### config.mk
export PLATFORM = sky130hd
export DESIGN_NAME = dpec_queue
export DESIGN_NICKNAME = d
export VERILOG_FILES = /design/src/hdl/dpec_pkg.sv /design/src/hdl/dpec_queue.sv
export SDC_FILE = /design/constraint.sdc
export NUM_CORES = 1
export LEC_CHECK = 0
export BUFFER_PORTS_ARGS = -buffer_cell sky130_fd_sc_hd__buf_2
export CELL_PAD_IN_SITES_DETAIL_PLACEMENT = 0
export CELL_PAD_IN_SITES_GLOBAL_PLACEMENT = 1
export CORE_AREA = 5 5 275 277
export DETAILED_ROUTE_END_ITERATION = 16
export DIE_AREA = 0 0 280 282
export MAX_ROUTING_LAYER = met4
export PLACE_DENSITY = 0.69
export SLEW_MARGIN = 10
export SYNTH_ARGS = -nofsm -noshare
export SYNTH_HDL_FRONTEND = slang
export SYNTH_SLANG_ARGS = --single-unit
### constraint.sdc
create_clock -name clk -period 42.2 [get_ports clk]
set_input_delay 6.33 -clock clk [delete_from_list [all_inputs] [get_ports clk]]
set_output_delay 6.33 -clock clk [all_outputs]
set_load 0.05 [all_outputs]
### src/hdl/dpec_pkg.sv
// ----------------------------------------------------------------------------
// dpec_pkg
// Types, step counts and fixed-point helpers for the disc collision block.
// ----------------------------------------------------------------------------
package dpec_pkg;

	localparam logic [31:0] RADIUS_RESET = 32'd1638400;
	localparam int unsigned SQRT_STEPS = 33;
	localparam int unsigned NDIV_STEPS = 17;
	localparam int unsigned WDIV_STEPS = 25;
	localparam int unsigned QDEPTH = 2;

	// item as formed by the front end
	typedef struct packed {
		logic signed [32:0] dx;
		logic signed [32:0] dy;
		logic signed [32:0] vrx;
		logic signed [32:0] vry;
		logic signed [31:0] va_x;
		logic signed [31:0] va_y;
		logic signed [31:0] vb_x;
		logic signed [31:0] vb_y;
		logic [31:0] ma;
		logic [31:0] mb;
		logic [32:0] twor;
	} fitem_t;

	// fields carried alongside the iterative units
	typedef struct packed {
		logic [32:0] adx;
		logic [32:0] ady;
		logic sdx;
		logic sdy;
		logic signed [32:0] vrx;
		logic signed [32:0] vry;
		logic signed [31:0] va_x;
		logic signed [31:0] va_y;
		logic signed [31:0] vb_x;
		logic signed [31:0] vb_y;
		logic [32:0] twor;
		logic mzero;
	} carry_t;

	function automatic logic signed [31:0] sat32(input logic signed [63:0] v);
		logic signed [31:0] r;
		if (v > 64'sd2147483647) r = 32'sh7fffffff;
		else if (v < -64'sd2147483648) r = 32'sh80000000;
		else r = v[31:0];
		return r;
	endfunction

	// arithmetic shift right rounding toward zero
	function automatic logic signed [63:0] sra_tz(input logic signed [63:0] v,
		input logic [5:0] k);
		logic signed [63:0] bias;
		bias = (64'sd1 <<< k) - 64'sd1;
		return v[63] ? ((v + bias) >>> k) : (v >>> k);
	endfunction

endpackage

### src/hdl/dpec_queue.sv
// ----------------------------------------------------------------------------
// dpec_queue
// Short queue between front and back end.
// ----------------------------------------------------------------------------
module dpec_queue (
	input  logic clk,
	input  logic arst_n,
	input  logic push,
	input  dpec_pkg::fitem_t wr_item,
	output logic full,
	output logic pop,
	output dpec_pkg::fitem_t rd_item
);

	localparam int unsigned PW = $clog2(dpec_pkg::QDEPTH);

	dpec_pkg::fitem_t mem_q [dpec_pkg::QDEPTH];
	logic [PW-1:0] wr_ptr_q, rd_ptr_q;
	logic [PW:0] count_q;

	assign full    = (count_q == (PW+1)'(dpec_pkg::QDEPTH));
	assign pop     = (count_q != '0);
	assign rd_item = mem_q[rd_ptr_q];

	always_ff @(posedge clk or negedge arst_n) begin
		if (!arst_n) begin
			wr_ptr_q <= '0;
			rd_ptr_q <= '0;
			count_q  <= '0;
		end else begin
			if (push) wr_ptr_q <= wr_ptr_q + 1'b1;
			if (pop) rd_ptr_q <= rd_ptr_q + 1'b1;
			count_q <= count_q + (PW+1)'(push) - (PW+1)'(pop);
		end
	end

	always_ff @(posedge clk) begin
		if (push) mem_q[wr_ptr_q] <= wr_item;
	end

endmodule

**Yosys cells after proc, flatten, opt, wreduce, memory -nomap -nowiden**

Memories as Yosys holds them, arrays and structs flattened.
Cells that the tools add are included.

- Flip-flop bits (word level): 4
- Memory bits (writable): 714
- Input port bits: 360
- Output and inout bits: 359
- Logic and storage cells: 12
- Memories kept: 1

- Add/sub/neg operators: 4
- Equal/unequal tests: 1
- Multiplexer cells: 2
- Reductions and logical operators: 1

Memories:

| name | depth | width | read ports | clocked after memory_dff | wr ports | line | RTL |
|---|---|---|---|---|---|---|---|
| mem_q | 2 | 357 | 1 | 0 | 1 | dpec_queue.sv:17 | `dpec_pkg::fitem_t mem_q [dpec_pkg::QDEPTH];` |

Operator list:

| kind | count |
|---|---|
| adder 1 bit (second input constant) | 2 |
| adder 2 x 1 -> 2 bit | 1 |
| == test 2 bit (second input constant) | 1 |
| 2-to-1 mux 1 bit | 2 |
| nonzero test 2 bit | 1 |
| subtractor 2 x 1 -> 2 bit | 1 |

**Longest topological paths before layout**

- Depth in word-level cells: 2
- Depth in mapped cells: 4
- Mapped depth without buffers: 3

**Worst setup path before layout**

No wires, ideal clock.

- Path kind: input port to flip-flop
- From: input port push
- To: memory mem_q[0][0] (netlist bit) (enable)
- Library setup time: 1.126 ns
- Arrival: 21.660 ns
- Required time: 41.074 ns
- Setup slack: 19.414 ns
- Cell stages on the path: 1
- Path buffers: 0
- Cells stage by stage: nor2b_1

- Longest elaborated chain between the ends: 2

RTL lines:

| what | line | RTL |
|---|---|---|
| start: declaration | dpec_queue.sv:8 | `input logic push,` |
| 2-to-1 mux 1 bit | dpec_queue.sv:38 | `if (push) mem_q[wr_ptr_q] <= wr_item;` |
| 2-to-1 mux 1 bit (not written as such) | dpec_queue.sv:38 |  |
| end: declaration | dpec_queue.sv:17 |  |

No other way between the ends.

==> results.md <==
* Startpoint of the worst-slack reg-to-reg timing path: wr_ptr_q$_DFFE_PN0P_
* Skew-Pair Late Insertion Delay at 0.60 ns
* Total track usage at 15.50%
* Initial Utilization at 37.55%
* Leakage power total at 13.58 nW
* Final period utilization at 27.01%
* Clock skew at 0.01700 ns
* Top post-synthesis cells by count: 714 x sky130_fd_sc_hd__edfxtp_1, 301 x sky130_fd_sc_hd__mux2_4, 56 x sky130_fd_sc_hd__mux2_2
* Net count after synthesis at 1,486
* Dpl hpwl at 44.09 mm
* Worst-case vdd ir drop at 0.05030 mV
* Worst Hold Endpoint: wr_ptr_q$_DFFE_PN0P_
* Final number of setup-violating endpoints at 0
* Hold path startpoint: wr_ptr_q$_DFFE_PN0P_
* Largest net degree at the start of global routing at 159
* Number of buffers inserted for hold repair after clock tree synthesis at 0
* Wire length of the first global-routing pass at 89.42 mm
* TritonCTS sink count at 718
* Count of nets after finishing at 2,257
* Power Density at 81.77 nW/µm²
* I/O pins at 719
* Worst Setup Start Kind: register
* Flop2flop setup slack at 39.18 ns
* Sum of routed wire segments on met1 at 22.08 mm
* Post-cts resize count at 0
* Standard-cell rows at 99
* Global route total overflow at 0
* Outcome: complete, no violations
* Mean cell area of the mapped netlist at 24.23 µm²
* Proportion of layout cells with a drive suffix above 1 at 61.31%
* DRT antenna net count at 0
* Total met3 wirelength after detailed routing at 6.128 mm
* Cell count of the worst reg-to-reg path at 3
* Dominant cell type by area after synthesis: sky130_fd_sc_hd__edfxtp_1
* Clock slew seen by the registers of the worst setup and hold paths at 0.06 ns
* Number of detailed-route iterations in the first pass at 5
* Post-detailed-routing wire length at 62.79 mm
* Multi-input gate area at 5234 µm²
* Clock buffer count from CTS at 78
* Post-Synthesis Cells at 1,125
* Post-CTS Setup Inserts at 0
* Core region area at 72,590 µm²
* Clock tree root buffer cell: sky130_fd_sc_hd__clkbuf_16
* Routed met2 length at 32.90 mm
* Worst-Margin Slew at 1.190 ns
* Clock Path Buffers at 3
* Final min period at 11.40 ns
* Wirelength per Cell at 21.39 µm
* Worst-path maximum fanout at 59
* Placer congestion estimate at 0.7938
* Violation count after the first detailed-routing iteration at 818
* Syn Std Cell Area at 27,250 µm²
* Worst reg2reg path endpoint: mem_q[1][110]$_DFFE_PP_
* Worst hold stages at 1
* Most common flop cell mapped by yosys: sky130_fd_sc_hd__edfxtp_1
* Kind of end point of the critical path: primary output
* Arrival time of the worst setup path at 5.07 ns
* Most common cell in the netlist: sky130_fd_sc_hd__edfxtp_1
* Remaining design rule violation count at 0
* Via count at 13,370
* Highest Signal Layer: met4
* Number of synthesized flops with an enable pin at 714
* Number of global-route vias before repair at 14,290
* Hold_ws at 0.5518 ns
* CTS tree: yes
* Number of distinct standard cells referenced by the synthesized netlist at 15
* Via/cell ratio at 4.557
* Sequential cell area at 21,540 µm²
* H-tree levels at 3
* Maximum Capacitance Violations at 0
* Classification of the worst-slack hold path: register to register
* Kind of critical path: register to primary output
* Setup repair after global routing missed its margin: no
* Final-layout setup total negative slack at 0 ns
* Hold Vio Cnt, Final at 0
* Number of flip-flops and latches in the synthesized netlist at 718
* Die height at 282 µm
* Synth-to-layout area growth at 25.59%
* Share of the yosys chip area belonging to registers at 79.03%
* Achievable Freq at 87.73 MHz
* Endpoint required time on the critical path at 35.87 ns
* Share of flip-flops with an asynchronous set or reset at 0.5571%
* Worst-case headroom to the max-slew limit at 20.68%
* Top cells by area, synth: sky130_fd_sc_hd__edfxtp_1 79%, sky130_fd_sc_hd__mux2_4 17%, sky130_fd_sc_hd__mux2_2 2.3%
* Fill cell total of the finished layout at 6,232
* Width of the chip at 280 µm
* Share of the synthesized area in the top cell type at 78.67%
* Die outline area at 78,960 µm²
* Post-layout util at 47.16%
* Antenna violations before repair at 20
* Pins over their slew limit at 0
* Number of port buffers at 718
* Yosys synthesis warning count at 0
logic make-up (layout without fill, tap and decap cells):
group / Yosys count / count (layout) / synth area share (%)
multiplexers: 357 / 357 / 18.90
AND/OR/NAND/NOR: 6 / 6 / 0.1286
adder cells (fa/ha/maj): 1 / 1 / 0.04590
XOR/XNOR: 3 / 3 / 0.09642
other: 0 / 22 / 0
flip-flops: 718 / 718 / 79.03
buffers and inverters: 40 / 869 / 1.800
where the power goes:
group	internal (mW)	leakage, nW	switching [mW]	total [mW]
logic	0.351	5.63	0.805	1.16
clock network	0.383	1.20	0.269	0.652
registers	0.948	6.75	0.0426	0.990
total	1.68	13.6	1.12	2.80
state kept, by name, indices dropped and copies added, names as in the netlist:
name,count
mem_q,714
wr_ptr_q,1
count_q,2
rd_ptr_q,1
metrics by stage:
step / setup slack (ns) / std cells / cell area, µm² / total power [mW]
final: 30.80 / 2935 / 34230 / 2.799
after global routing: 30.52 / 2929 / 34210 / 2.911
after CTS: 30.68 / 2913 / 34170 / 2.841
after detailed placement: 31.36 / 2775 / 31690 / 2.178
after global placement: 31.46 / 2775 / 31690 / 2.168
after floorplan: 19.41 / 1125 / 27250 / 2.029
routing by layer:
| metal | global-route usage [%] | vias to the layer above |
|---|---|---|
| met1 | 16.71 | 6659 |
| met5 | - | - |
| li1 | - | 6106 |
| met3 | 5.713 | 98 |
| met2 | 26.23 | 511 |
| met4 | 5.980 | 0 |
worst max-delay path by stage:
stage,start,to,depth (start not counted)
after floorplan,push,mem_q[0][0]$_DFFE_PP_,1
after global placement,rd_ptr_q$_DFFE_PN0P_,rd_item[109],5
after detailed placement,rd_ptr_q$_DFFE_PN0P_,rd_item[102],5
after CTS,rd_ptr_q$_DFFE_PN0P_,rd_item[102],5
after global routing,rd_ptr_q$_DFFE_PN0P_,rd_item[70],5
final,rd_ptr_q$_DFFE_PN0P_,rd_item[101],5
final cells by class:
type / count / area share, %
tap: 959 / 3.505
multi-input combinational: 367 / 15.29
antenna: 22 / 0.1608
clock buffer: 103 / 6.251
timing repair buffer: 731 / 10.86
clock inverter: 35 / 0.9943
sequential: 718 / 62.94
cells in the final DEF, fill, tap and decap left out, types with 2 or more instances in the layout:
cell type                    Yosys  final
sky130_fd_sc_hd__bufinv_16       0      4
sky130_fd_sc_hd__clkbuf_16       0     81
sky130_fd_sc_hd__dfrtp_1         4      3
sky130_fd_sc_hd__edfxtp_1      714    714
sky130_fd_sc_hd__clkbuf_8        0      3
sky130_fd_sc_hd__clkinvlp_4      0      3
sky130_fd_sc_hd__xor2_1          2      2
sky130_fd_sc_hd__nor2b_1         3      2
sky130_fd_sc_hd__buf_4           0     11
sky130_fd_sc_hd__clkbuf_1        0     19
sky130_fd_sc_hd__inv_16          0      2
sky130_fd_sc_hd__clkinv_1        0     13
sky130_fd_sc_hd__diode_2         0     22
sky130_fd_sc_hd__buf_12          2      2
sky130_fd_sc_hd__mux2_4        301    301
sky130_fd_sc_hd__mux2_2         56     56
sky130_fd_sc_hd__clkinv_2        0      9
sky130_fd_sc_hd__buf_2           3    718
worst max-delay path, cell delays in order, from the launching register on:
cell and delay [ns]:
sky130_fd_sc_hd__dfrtp_4 0.99, sky130_fd_sc_hd__buf_4 0.84, sky130_fd_sc_hd__buf_4 0.99, sky130_fd_sc_hd__buf_4 0.81, sky130_fd_sc_hd__mux2_4 0.36, sky130_fd_sc_hd__buf_2 0.21
No activity file was read; power rests on OpenSTA's default activity.
