## src/hdl/dpec_pkg.sv

```systemverilog
// ----------------------------------------------------------------------------
// dpec_pkg
// Types, step counts and fixed-point helpers for the disc collision block.
// ----------------------------------------------------------------------------
package dpec_pkg;

	localparam logic [31:0] RADIUS_RESET = 32'd1638400;
	localparam int unsigned SQRT_STEPS = 33;
	localparam int unsigned NDIV_STEPS = 17;
	localparam int unsigned WDIV_STEPS = 25;
	localparam int unsigned QDEPTH = 2;

	// item as formed by the front end
	typedef struct packed {
		logic signed [32:0] dx;
		logic signed [32:0] dy;
		logic signed [32:0] vrx;
		logic signed [32:0] vry;
		logic signed [31:0] va_x;
		logic signed [31:0] va_y;
		logic signed [31:0] vb_x;
		logic signed [31:0] vb_y;
		logic [31:0] ma;
		logic [31:0] mb;
		logic [32:0] twor;
	} fitem_t;

	// fields carried alongside the iterative units
	typedef struct packed {
		logic [32:0] adx;
		logic [32:0] ady;
		logic sdx;
		logic sdy;
		logic signed [32:0] vrx;
		logic signed [32:0] vry;
		logic signed [31:0] va_x;
		logic signed [31:0] va_y;
		logic signed [31:0] vb_x;
		logic signed [31:0] vb_y;
		logic [32:0] twor;
		logic mzero;
	} carry_t;

	function automatic logic signed [31:0] sat32(input logic signed [63:0] v);
		logic signed [31:0] r;
		if (v > 64'sd2147483647) r = 32'sh7fffffff;
		else if (v < -64'sd2147483648) r = 32'sh80000000;
		else r = v[31:0];
		return r;
	endfunction

	// arithmetic shift right rounding toward zero
	function automatic logic signed [63:0] sra_tz(input logic signed [63:0] v,
		input logic [5:0] k);
		logic signed [63:0] bias;
		bias = (64'sd1 <<< k) - 64'sd1;
		return v[63] ? ((v + bias) >>> k) : (v >>> k);
	endfunction

endpackage

```

## src/hdl/dpec_front.sv

```systemverilog
// ----------------------------------------------------------------------------
// dpec_front
// Accepts a disc pair, forms differences and holds it until the queue takes it.
// ----------------------------------------------------------------------------
module dpec_front (
	input  logic clk,
	input  logic arst_n,
	input  logic start,
	output logic busy,
	input  logic signed [31:0] a_pos_x,
	input  logic signed [31:0] a_pos_y,
	input  logic signed [31:0] b_pos_x,
	input  logic signed [31:0] b_pos_y,
	input  logic signed [31:0] a_vel_x,
	input  logic signed [31:0] a_vel_y,
	input  logic signed [31:0] b_vel_x,
	input  logic signed [31:0] b_vel_y,
	input  logic [31:0] a_mass,
	input  logic [31:0] b_mass,
	input  logic [31:0] radius,
	input  logic q_full,
	output logic push,
	output dpec_pkg::fitem_t item
);

	logic valid_q;
	dpec_pkg::fitem_t item_q;
	logic accept;

	assign busy   = valid_q & q_full;
	assign accept = start & ~busy;
	assign push   = valid_q & ~q_full;
	assign item   = item_q;

	always_ff @(posedge clk or negedge arst_n) begin
		if (!arst_n) valid_q <= 1'b0;
		else if (accept) valid_q <= 1'b1;
		else if (push) valid_q <= 1'b0;
	end

	always_ff @(posedge clk) begin
		if (accept) begin
			item_q.dx   <= 33'(a_pos_x) - 33'(b_pos_x);
			item_q.dy   <= 33'(a_pos_y) - 33'(b_pos_y);
			item_q.vrx  <= 33'(a_vel_x) - 33'(b_vel_x);
			item_q.vry  <= 33'(a_vel_y) - 33'(b_vel_y);
			item_q.va_x <= a_vel_x;
			item_q.va_y <= a_vel_y;
			item_q.vb_x <= b_vel_x;
			item_q.vb_y <= b_vel_y;
			item_q.ma   <= a_mass;
			item_q.mb   <= b_mass;
			item_q.twor <= {radius, 1'b0};
		end
	end

endmodule

```

## config.mk

```make
export PLATFORM = sky130hd
export DESIGN_NAME = dpec_front
export DESIGN_NICKNAME = d
export VERILOG_FILES = /design/src/hdl/dpec_pkg.sv /design/src/hdl/dpec_front.sv
export SDC_FILE = /design/constraint.sdc
export NUM_CORES = 1
export LEC_CHECK = 0
export ABC_AREA = 1
export BUFFER_PORTS_ARGS = -buffer_cell sky130_fd_sc_hd__buf_2
export CORE_AREA = 2 2 280 282
export CTS_CLUSTER_DIAMETER = 60
export DETAILED_ROUTE_END_ITERATION = 8
export DIE_AREA = 0 0 282 284
export PLACE_DENSITY = 0.58
export SYNTH_ARGS = -nofsm -noshare
export SYNTH_HDL_FRONTEND = slang
export SYNTH_SLANG_ARGS = --single-unit
```

## constraint.sdc

```tcl
create_clock -name clk -period 16.8 [get_ports clk]
set_input_delay 0 -clock clk [delete_from_list [all_inputs] [get_ports clk]]
set_output_delay 0 -clock clk [all_outputs]
set_load 0.01 [all_outputs]
```

**Yosys cells after proc, flatten, opt, wreduce, memory -nomap -nowiden**

Cells that the tools add are included.

- Register bits after elaboration: 357
- Bits in latches: 0
- Bits in writable memories: 0
- Memory bits (read-only): 0
- Bits of input ports: 356
- Output and inout bits: 359
- Word-level logic and storage cells: 24
- Memories kept: 0

- Add/sub/neg operators: 4
- $mul: 0
- Div/mod/pow operators: 0
- Order comparisons: 0
- Eq/ne operators: 0
- Shift-type cells: 0
- Mux-type cells: 2
- Bitwise logic cells: 5
- Reductions and logical operators: 1

Operators by type and width:

| kind | count |
|---|---|
| $sub A32 B32 Y33 | 4 |
| $and A1 B1 Y1 | 3 |
| $mux W1 | 2 |
| $not A1 Y1 | 2 |
| $reduce_bool A2 Y1 | 1 |

**Logic depth before layout (Yosys ltp)**

Gate-level depths: netlist of run 1.

- Word-level depth: 4
- Mapped depth: 14
- Depth with buffers taken out: 14

**Least setup slack after synthesis of run 1**

Ideal clock, no wire load.

- Kind: register -> register
- Start point: reg valid_q
- End point: reg item_q (netlist bit item[100]) (enable)
- Arrival: 15.246 ns
- Data required time: 15.720 ns
- Slack: 0.474 ns
- Stages on the path, launching flop included: 4
- Buffers on the path: 0
- Period minus slack after synthesis: 16.326 ns
- Cell sequence: dfrtp_1 nand2_1 inv_1 nor2_1

- Cells in the longest elaborated chain, start to end: 3

RTL lines:

| what | line | source |
|---|---|---|
| from (decl) | dpec_front.sv:26 | `logic valid_q;` |
| from (signal assigned) | dpec_front.sv:36 | `if (!arst_n) valid_q <= 1'b0;` |
| from (signal assigned) | dpec_front.sv:37 | `else if (accept) valid_q <= 1'b1;` |
| from (signal assigned) | dpec_front.sv:38 | `else if (push) valid_q <= 1'b0;` |
| $and A1 B1 Y1 | dpec_front.sv:30 | `assign busy = valid_q & q_full;` |
| named net busy | dpec_front.sv:9 | `output logic busy,` |
| $not A1 Y1 | dpec_front.sv:31 | `assign accept = start & ~busy;` |
| $and A1 B1 Y1 | dpec_front.sv:31 |  |
| named net accept | dpec_front.sv:28 | `logic accept;` |
| to (decl) | dpec_front.sv:27 | `dpec_pkg::fitem_t item_q;` |

The timed path passes the listed nets, and every way through them passes these cells.
A chain may end at the register's enable or synchronous reset.

**Worst setup path after layout of run 1**

- Start point: reg valid_q
- End point: reg item_q (netlist bit item[166]) (enable)

- Cells in the longest elaborated chain, start to end: 3

RTL lines:

| what | line |
|---|---|
| $and A1 B1 Y1 | dpec_front.sv:30 |
| $not A1 Y1 | dpec_front.sv:31 |
| $and A1 B1 Y1 | dpec_front.sv:31 |
| named net accept | dpec_front.sv:28 |

The timed path passes the listed nets, and every way through them passes these cells.

==> results of run 1 <==
cell type report:
cell class                      count  area (um^2)  share of cell area
Clock buffer                       63         1340              0.0438
Multi-Input combinational cell   1599         7950               0.259
Inverter                          636         2390              0.0779
Clock inverter                     29          320              0.0105
Tap cell                         1040         1300              0.0425
Timing Repair Buffer             1017         6610               0.216
Sequential cell                   357        10700               0.350
Antenna cell                        2         5.00            0.000163
registers in the layout (all words and copies together) (netlist names):
register,count
item,356
valid_q,1
final timing paths:
path,startpoint,end,slack [ns],depth (start not counted)
worst min-delay path,b_pos_y[24],item[315],0.04,5
min in group asynchronous,arst_n,valid_q,0.28,3
max in group asynchronous,arst_n,valid_q,16.41,3
worst min register to register,valid_q,item[201],0.90,3
worst max-delay path,valid_q,item[166],13.59,5
worst max register to register,valid_q,item[166],13.59,5
cells in the final DEF (no fill, tap or decap), drive strengths merged:
cell type,n
clkbuf,63
nor2,167
nand3,93
conb,1
clkinv,9
xnor2,8
or2,4
a21o,4
xor2,52
and2,8
a21oi,83
buf,717
nand2,1019
edfxtp,356
nand4,16
clkinvlp,4
o21bai,4
inv,648
nor3,8
fa,4
diode,2
bufinv,4
dfrtp,1
dlygate4sd3,300
ha,128
timing repair:
| action | CTS | global route |
|---|---|---|
| hold endpoints to repair | 337 | 0 |
| setup buffers | 0 | 0 |
| gates resized for setup | 0 | 0 |
| hold buffers | 300 | 0 |
per-layer routing:
| layer | track usage | vias up | routed length, um | part of all wire |
|---|---|---|---|---|
| met5 | 0 | - | 59 | 0.00080 |
| li1 | - | 10097 | - | - |
| met3 | 0.0397 | 144 | 5270 | 0.071 |
| met4 | 0.0654 | 10 | 2570 | 0.035 |
| met1 | 0.194 | 8873 | 28500 | 0.39 |
| met2 | 0.332 | 673 | 37500 | 0.51 |
worst max-delay path, delay by kind of cell (launching register included):
kind                   cells  cell delay [ns]
flip-flops                 1             0.39
buffers and inverters      3             1.42
AND/OR/NAND/NOR            2             0.66
power groups by stage:
stage | clock [mW] | combinational (mW) | sequential (mW)
floorplan | 0 | 0.286 | 1.17
global placement | 0 | 0.549 | 1.11
detailed placement | 0 | 0.552 | 1.11
CTS | 1.09 | 0.615 | 1.09
global route | 1.12 | 0.681 | 1.10
finish | 1.06 | 0.612 | 1.09
kinds of logic after synthesis:
kind of cell             count (synthesis)  share of synthesized area
AO/OA/AOI/OAI                           91                     0.0227
XOR/XNOR                                60                     0.0249
adder cells (fa/ha/maj)                132                     0.0798
buffers and inverters                  640                      0.115
flip-flops                             357                      0.508
other                                    1                   0.000178
AND/OR/NAND/NOR                       1315                      0.249
==> qor.txt, run 1 <==
Non-Filler Instances = 4743
endpoints failing setup = 0
CTS Buffer Depth = 3
Vias = 19797
worst slew pin tran = 1.06 ns
Logic pwr share = 0.221
Crit Path Max Fanout = 169
die area = 80100 um^2
CTS root buf = clkbuf_16
critical path data required time = 16.99 ns
clock-pin slew on the worst setup and hold paths = 0.06 ns
pre-CTS setup slack = 13.62 ns
RSZ-0062 raised after global routing = no
Mapped Nets = 3084
share of layout cells above drive strength 1 = 0.226
initial DRC count = 1000
CTS tree = built
area leader, netlist = edfxtp_1
Crit. End Element = register
Slowest-stage cell, CP = buf_4
Crit Path Class = register to register
Static Leak = 16.4 nW
row count = 102
final wirelength = 73.9 mm
DIE HEIGHT = 284 um
Layout area overhead = 45.3%
Mapped Cells = 2596
Placeable Area = 77000 um^2
power per cell area = 90.2 nW/um^2
hold crit path type = input port to register
Cell Area, Placed = 26000 um^2
Seq pwr share = 0.395
Clk Latency, worst-skew pair = 0.58 ns
Antenna Nets Post-Route = 0
effective utilization at floorplan = 0.274
Tmin final = 3.21 ns
Final Skew = 0.0162 ns
number of buffers created by CTS = 49
setup TNS = 0 ns
initial antenna violation count = 8
TritonCTS Sinks = 357
NetSw = 0.812 mW
Async SR Flop Fraction = 0.00280
crit start category = register
maximum VDD drop = 81.1 uV
synthesis warning total = 0
Tot Pwr = 2.76 mW
worst-path cell chain = nand2_1 > inv_1 > nor2_4 > buf_4 > buf_12
Tcrit/Tclk final = 0.191
GRT Resource Usage Total = 0.178
Clk pwr share = 0.383
fin worst setup slack = 13.59 ns
die width = 282 um
vias in the first global route = 20085
worst hold margin = 0.0427 ns
CP peak stage delay = 0.74 ns
switch share = 0.294
Max-cap violations = 0
Max Fclk = 312 MHz
Worst slew margin = 0.290
total grt overflow = 0
drt pass-1 iters = 5
Fin. Hold Viols = 0
Vias/cell = 4.17
io pins = 715
post-synthesis sequential element count = 357
EDFF count, synth = 356
Data arrival, critical path = 3.40 ns
Final nets = 4148
Max Transition Viols Final = 0
largest net degree at the start of global routing = 170
Layout Utilization = 0.398
H-tree levels = 2
Buffers on Ports = 713
DRC violations left = 0
gpl congestion = 0.937
synth cell count leaders = nand2_1, inv_1, edfxtp_1
internal cell power = 1.95 mW
Synth top area share = 0.507
top cells by area, synth = edfxtp_1, nand2_1, inv_1, ha_1, nor2_1
fin area = 30600 um^2
wire per inst = 15.6 um
fill cell count = 7725
first-pass GRT wire length = 110 mm
sequential area share after synthesis = 0.508
mapped cell area = 21100 um^2
outcome = finished clean
post-DP HPWL = 58.5 mm
Unique masters post-synth = 24
dpl cells = 4349
ys flop type = edfxtp_1
top-count cell post-synth = nand2_1
average cell area after synthesis = 8.12 um^2
Note: power is estimated with default switching activity, not from simulation.
==> inputs of run 2 (changes only) <==
CORE_AREA = 2 2 282 284   (was 2 2 280 282)
DIE_AREA = 0 0 284 286   (was 0 0 282 284)
PLACE_DENSITY = 0.56   (was 0.58)
clock period = 3 ns   (was 16.8 ns; I/O delays follow)
==> qor.txt, run 2 (synthesized netlist as in run 1, its figures left out) <==
Worst slew margin = 0.428
CTS root buf = clkbuf_16
Clk Latency, worst-skew pair = 0.60 ns
Crit Path Max Fanout = 67
TritonCTS Sinks = 357
setup TNS = 0 ns
Max Fclk = 528 MHz
drt pass-1 iters = 5
hold crit path type = input port to register
Max Transition Viols Final = 0
Data arrival, critical path = 2.16 ns
wire per inst = 15.9 um
Fin. Hold Viols = 0
Static Leak = 16.4 nW
Max-cap violations = 0
worst slew pin tran = 0.858 ns
share of layout cells above drive strength 1 = 0.228
total grt overflow = 0
GRT Resource Usage Total = 0.180
largest net degree at the start of global routing = 122
Layout area overhead = 46.1%
internal cell power = 10.8 mW
maximum VDD drop = 430 uV
Clk pwr share = 0.384
outcome = finished clean
Placeable Area = 78400 um^2
max FFs per register = 356
DIE HEIGHT = 286 um
Antenna Nets Post-Route = 0
Cell Area, Placed = 26000 um^2
effective utilization at floorplan = 0.269
Final Skew = 0.0120 ns
switch share = 0.304
final wirelength = 75.7 mm
initial antenna violation count = 1
Crit. End Element = register
die width = 284 um
crit start category = register
endpoints failing setup = 0
Seq pwr share = 0.392
die area = 81200 um^2
gpl congestion = 0.920
fin area = 30800 um^2
Buffers on Ports = 713
row count = 103
first-pass GRT wire length = 114 mm
number of buffers created by CTS = 49
io pins = 715
commonest non-fill, non-tap cells in the layout = nand2_1, buf_2, inv_1
NetSw = 4.74 mW
RSZ-0062 raised after global routing = no
Tot Pwr = 15.6 mW
Vias/cell = 4.18
fill cell count = 7986
vias in the first global route = 20088
Layout Utilization = 0.393
Tmin final = 1.89 ns
initial DRC count = 1041
Vias = 19914
H-tree levels = 2
most common cell after layout, fill and taps aside = nand2_1
CTS Buffer Depth = 3
Logic pwr share = 0.223
Tcrit/Tclk final = 0.631
power per cell area = 506 nW/um^2
CTS tree = built
Final nets = 4159
DRC violations left = 0
Crit Path Class = register to register
post_cts resized = 0
clock-pin slew on the worst setup and hold paths = 0.06 ns
post-DP HPWL = 60.1 mm
critical path data required time = 3.26 ns
## run 2: changes by cell type in the layout (fill, tap and decap cells not counted), sizes merged
cell	before	now
inv	648	649
clkbuf	63	57
buf	717	721
dlygate4sd3	300	307
diode	2	1
clkinv	9	14
## run 2: worst max-delay path, stage by stage (launching register included)
cell and delay, ns:
dfrtp_1 0.39, nand2_1 0.09, inv_2 0.05, nor2_4 0.18, buf_12 0.34, buf_4 0.44
## run 2: layer usage
metal | vias up | track usage | part of all wire
li1 | 10121 | - | -
met1 | 9040 | 0.206 | 0.40
met2 | 636 | 0.337 | 0.51
met3 | 117 | 0.0300 | 0.057
met4 | 0 | 0.0609 | 0.032
met5 | - | 0 | 0
## run 2: final timing paths
path | cells after the start | startpoint | slack, ns | endpoint
setup / recovery | 5 | valid_q | 1.11 | item[38]
min in group asynchronous | 3 | arst_n | 0.25 | valid_q
hold reg to reg | 4 | valid_q | 1.01 | item[22]
setup reg to reg | 5 | valid_q | 1.11 | item[38]
max in group asynchronous | 3 | arst_n | 2.65 | valid_q
hold / removal | 4 | b_pos_x[11] | 0.02 | item[335]
## run 2: timing repair
| item | in CTS | in global routing |
|---|---|---|
| buffers inserted | 0 | 0 |
| hold endpoints to repair | 330 | 0 |
| hold buffers | 307 | 0 |
## run 2: area by class of cell
type                            instances  area [um^2]  area share
Multi-Input combinational cell       1599         7950       0.258
Clock inverter                         35          419      0.0136
Antenna cell                            1         2.50   0.0000813
Tap cell                             1050         1310      0.0427
Clock buffer                           57         1260      0.0408
Sequential cell                       357        10700       0.348
Inverter                              636         2390      0.0775
Timing Repair Buffer                 1028         6750       0.219
## run 2: power by group through the flow
stage | Clock (mW) | Combinational, mW | Sequential, mW
final | 5.99 | 3.48 | 6.11
after global routing | 6.32 | 3.86 | 6.14
after CTS | 6.17 | 3.50 | 6.11
after detailed placement | 0 | 3.14 | 6.21
after global placement | 0 | 3.13 | 6.21
after floorplan | 0 | 1.61 | 6.44
## run 2: stage by stage
step / hold WS [ns] / worst slack [ns] / std cells
6_report: 0.0250 / 1.11 / 4763
5_1_grt: 0.0285 / 0.921 / 4762
4_1_cts: 0.00108 / 1.14 / 4762
3_5_place_dp: -0.222 / 1.03 / 4363
3_3_place_gp: -0.224 / 1.04 / 4363
2_1_floorplan: -0.296 / -3.18 / 2596
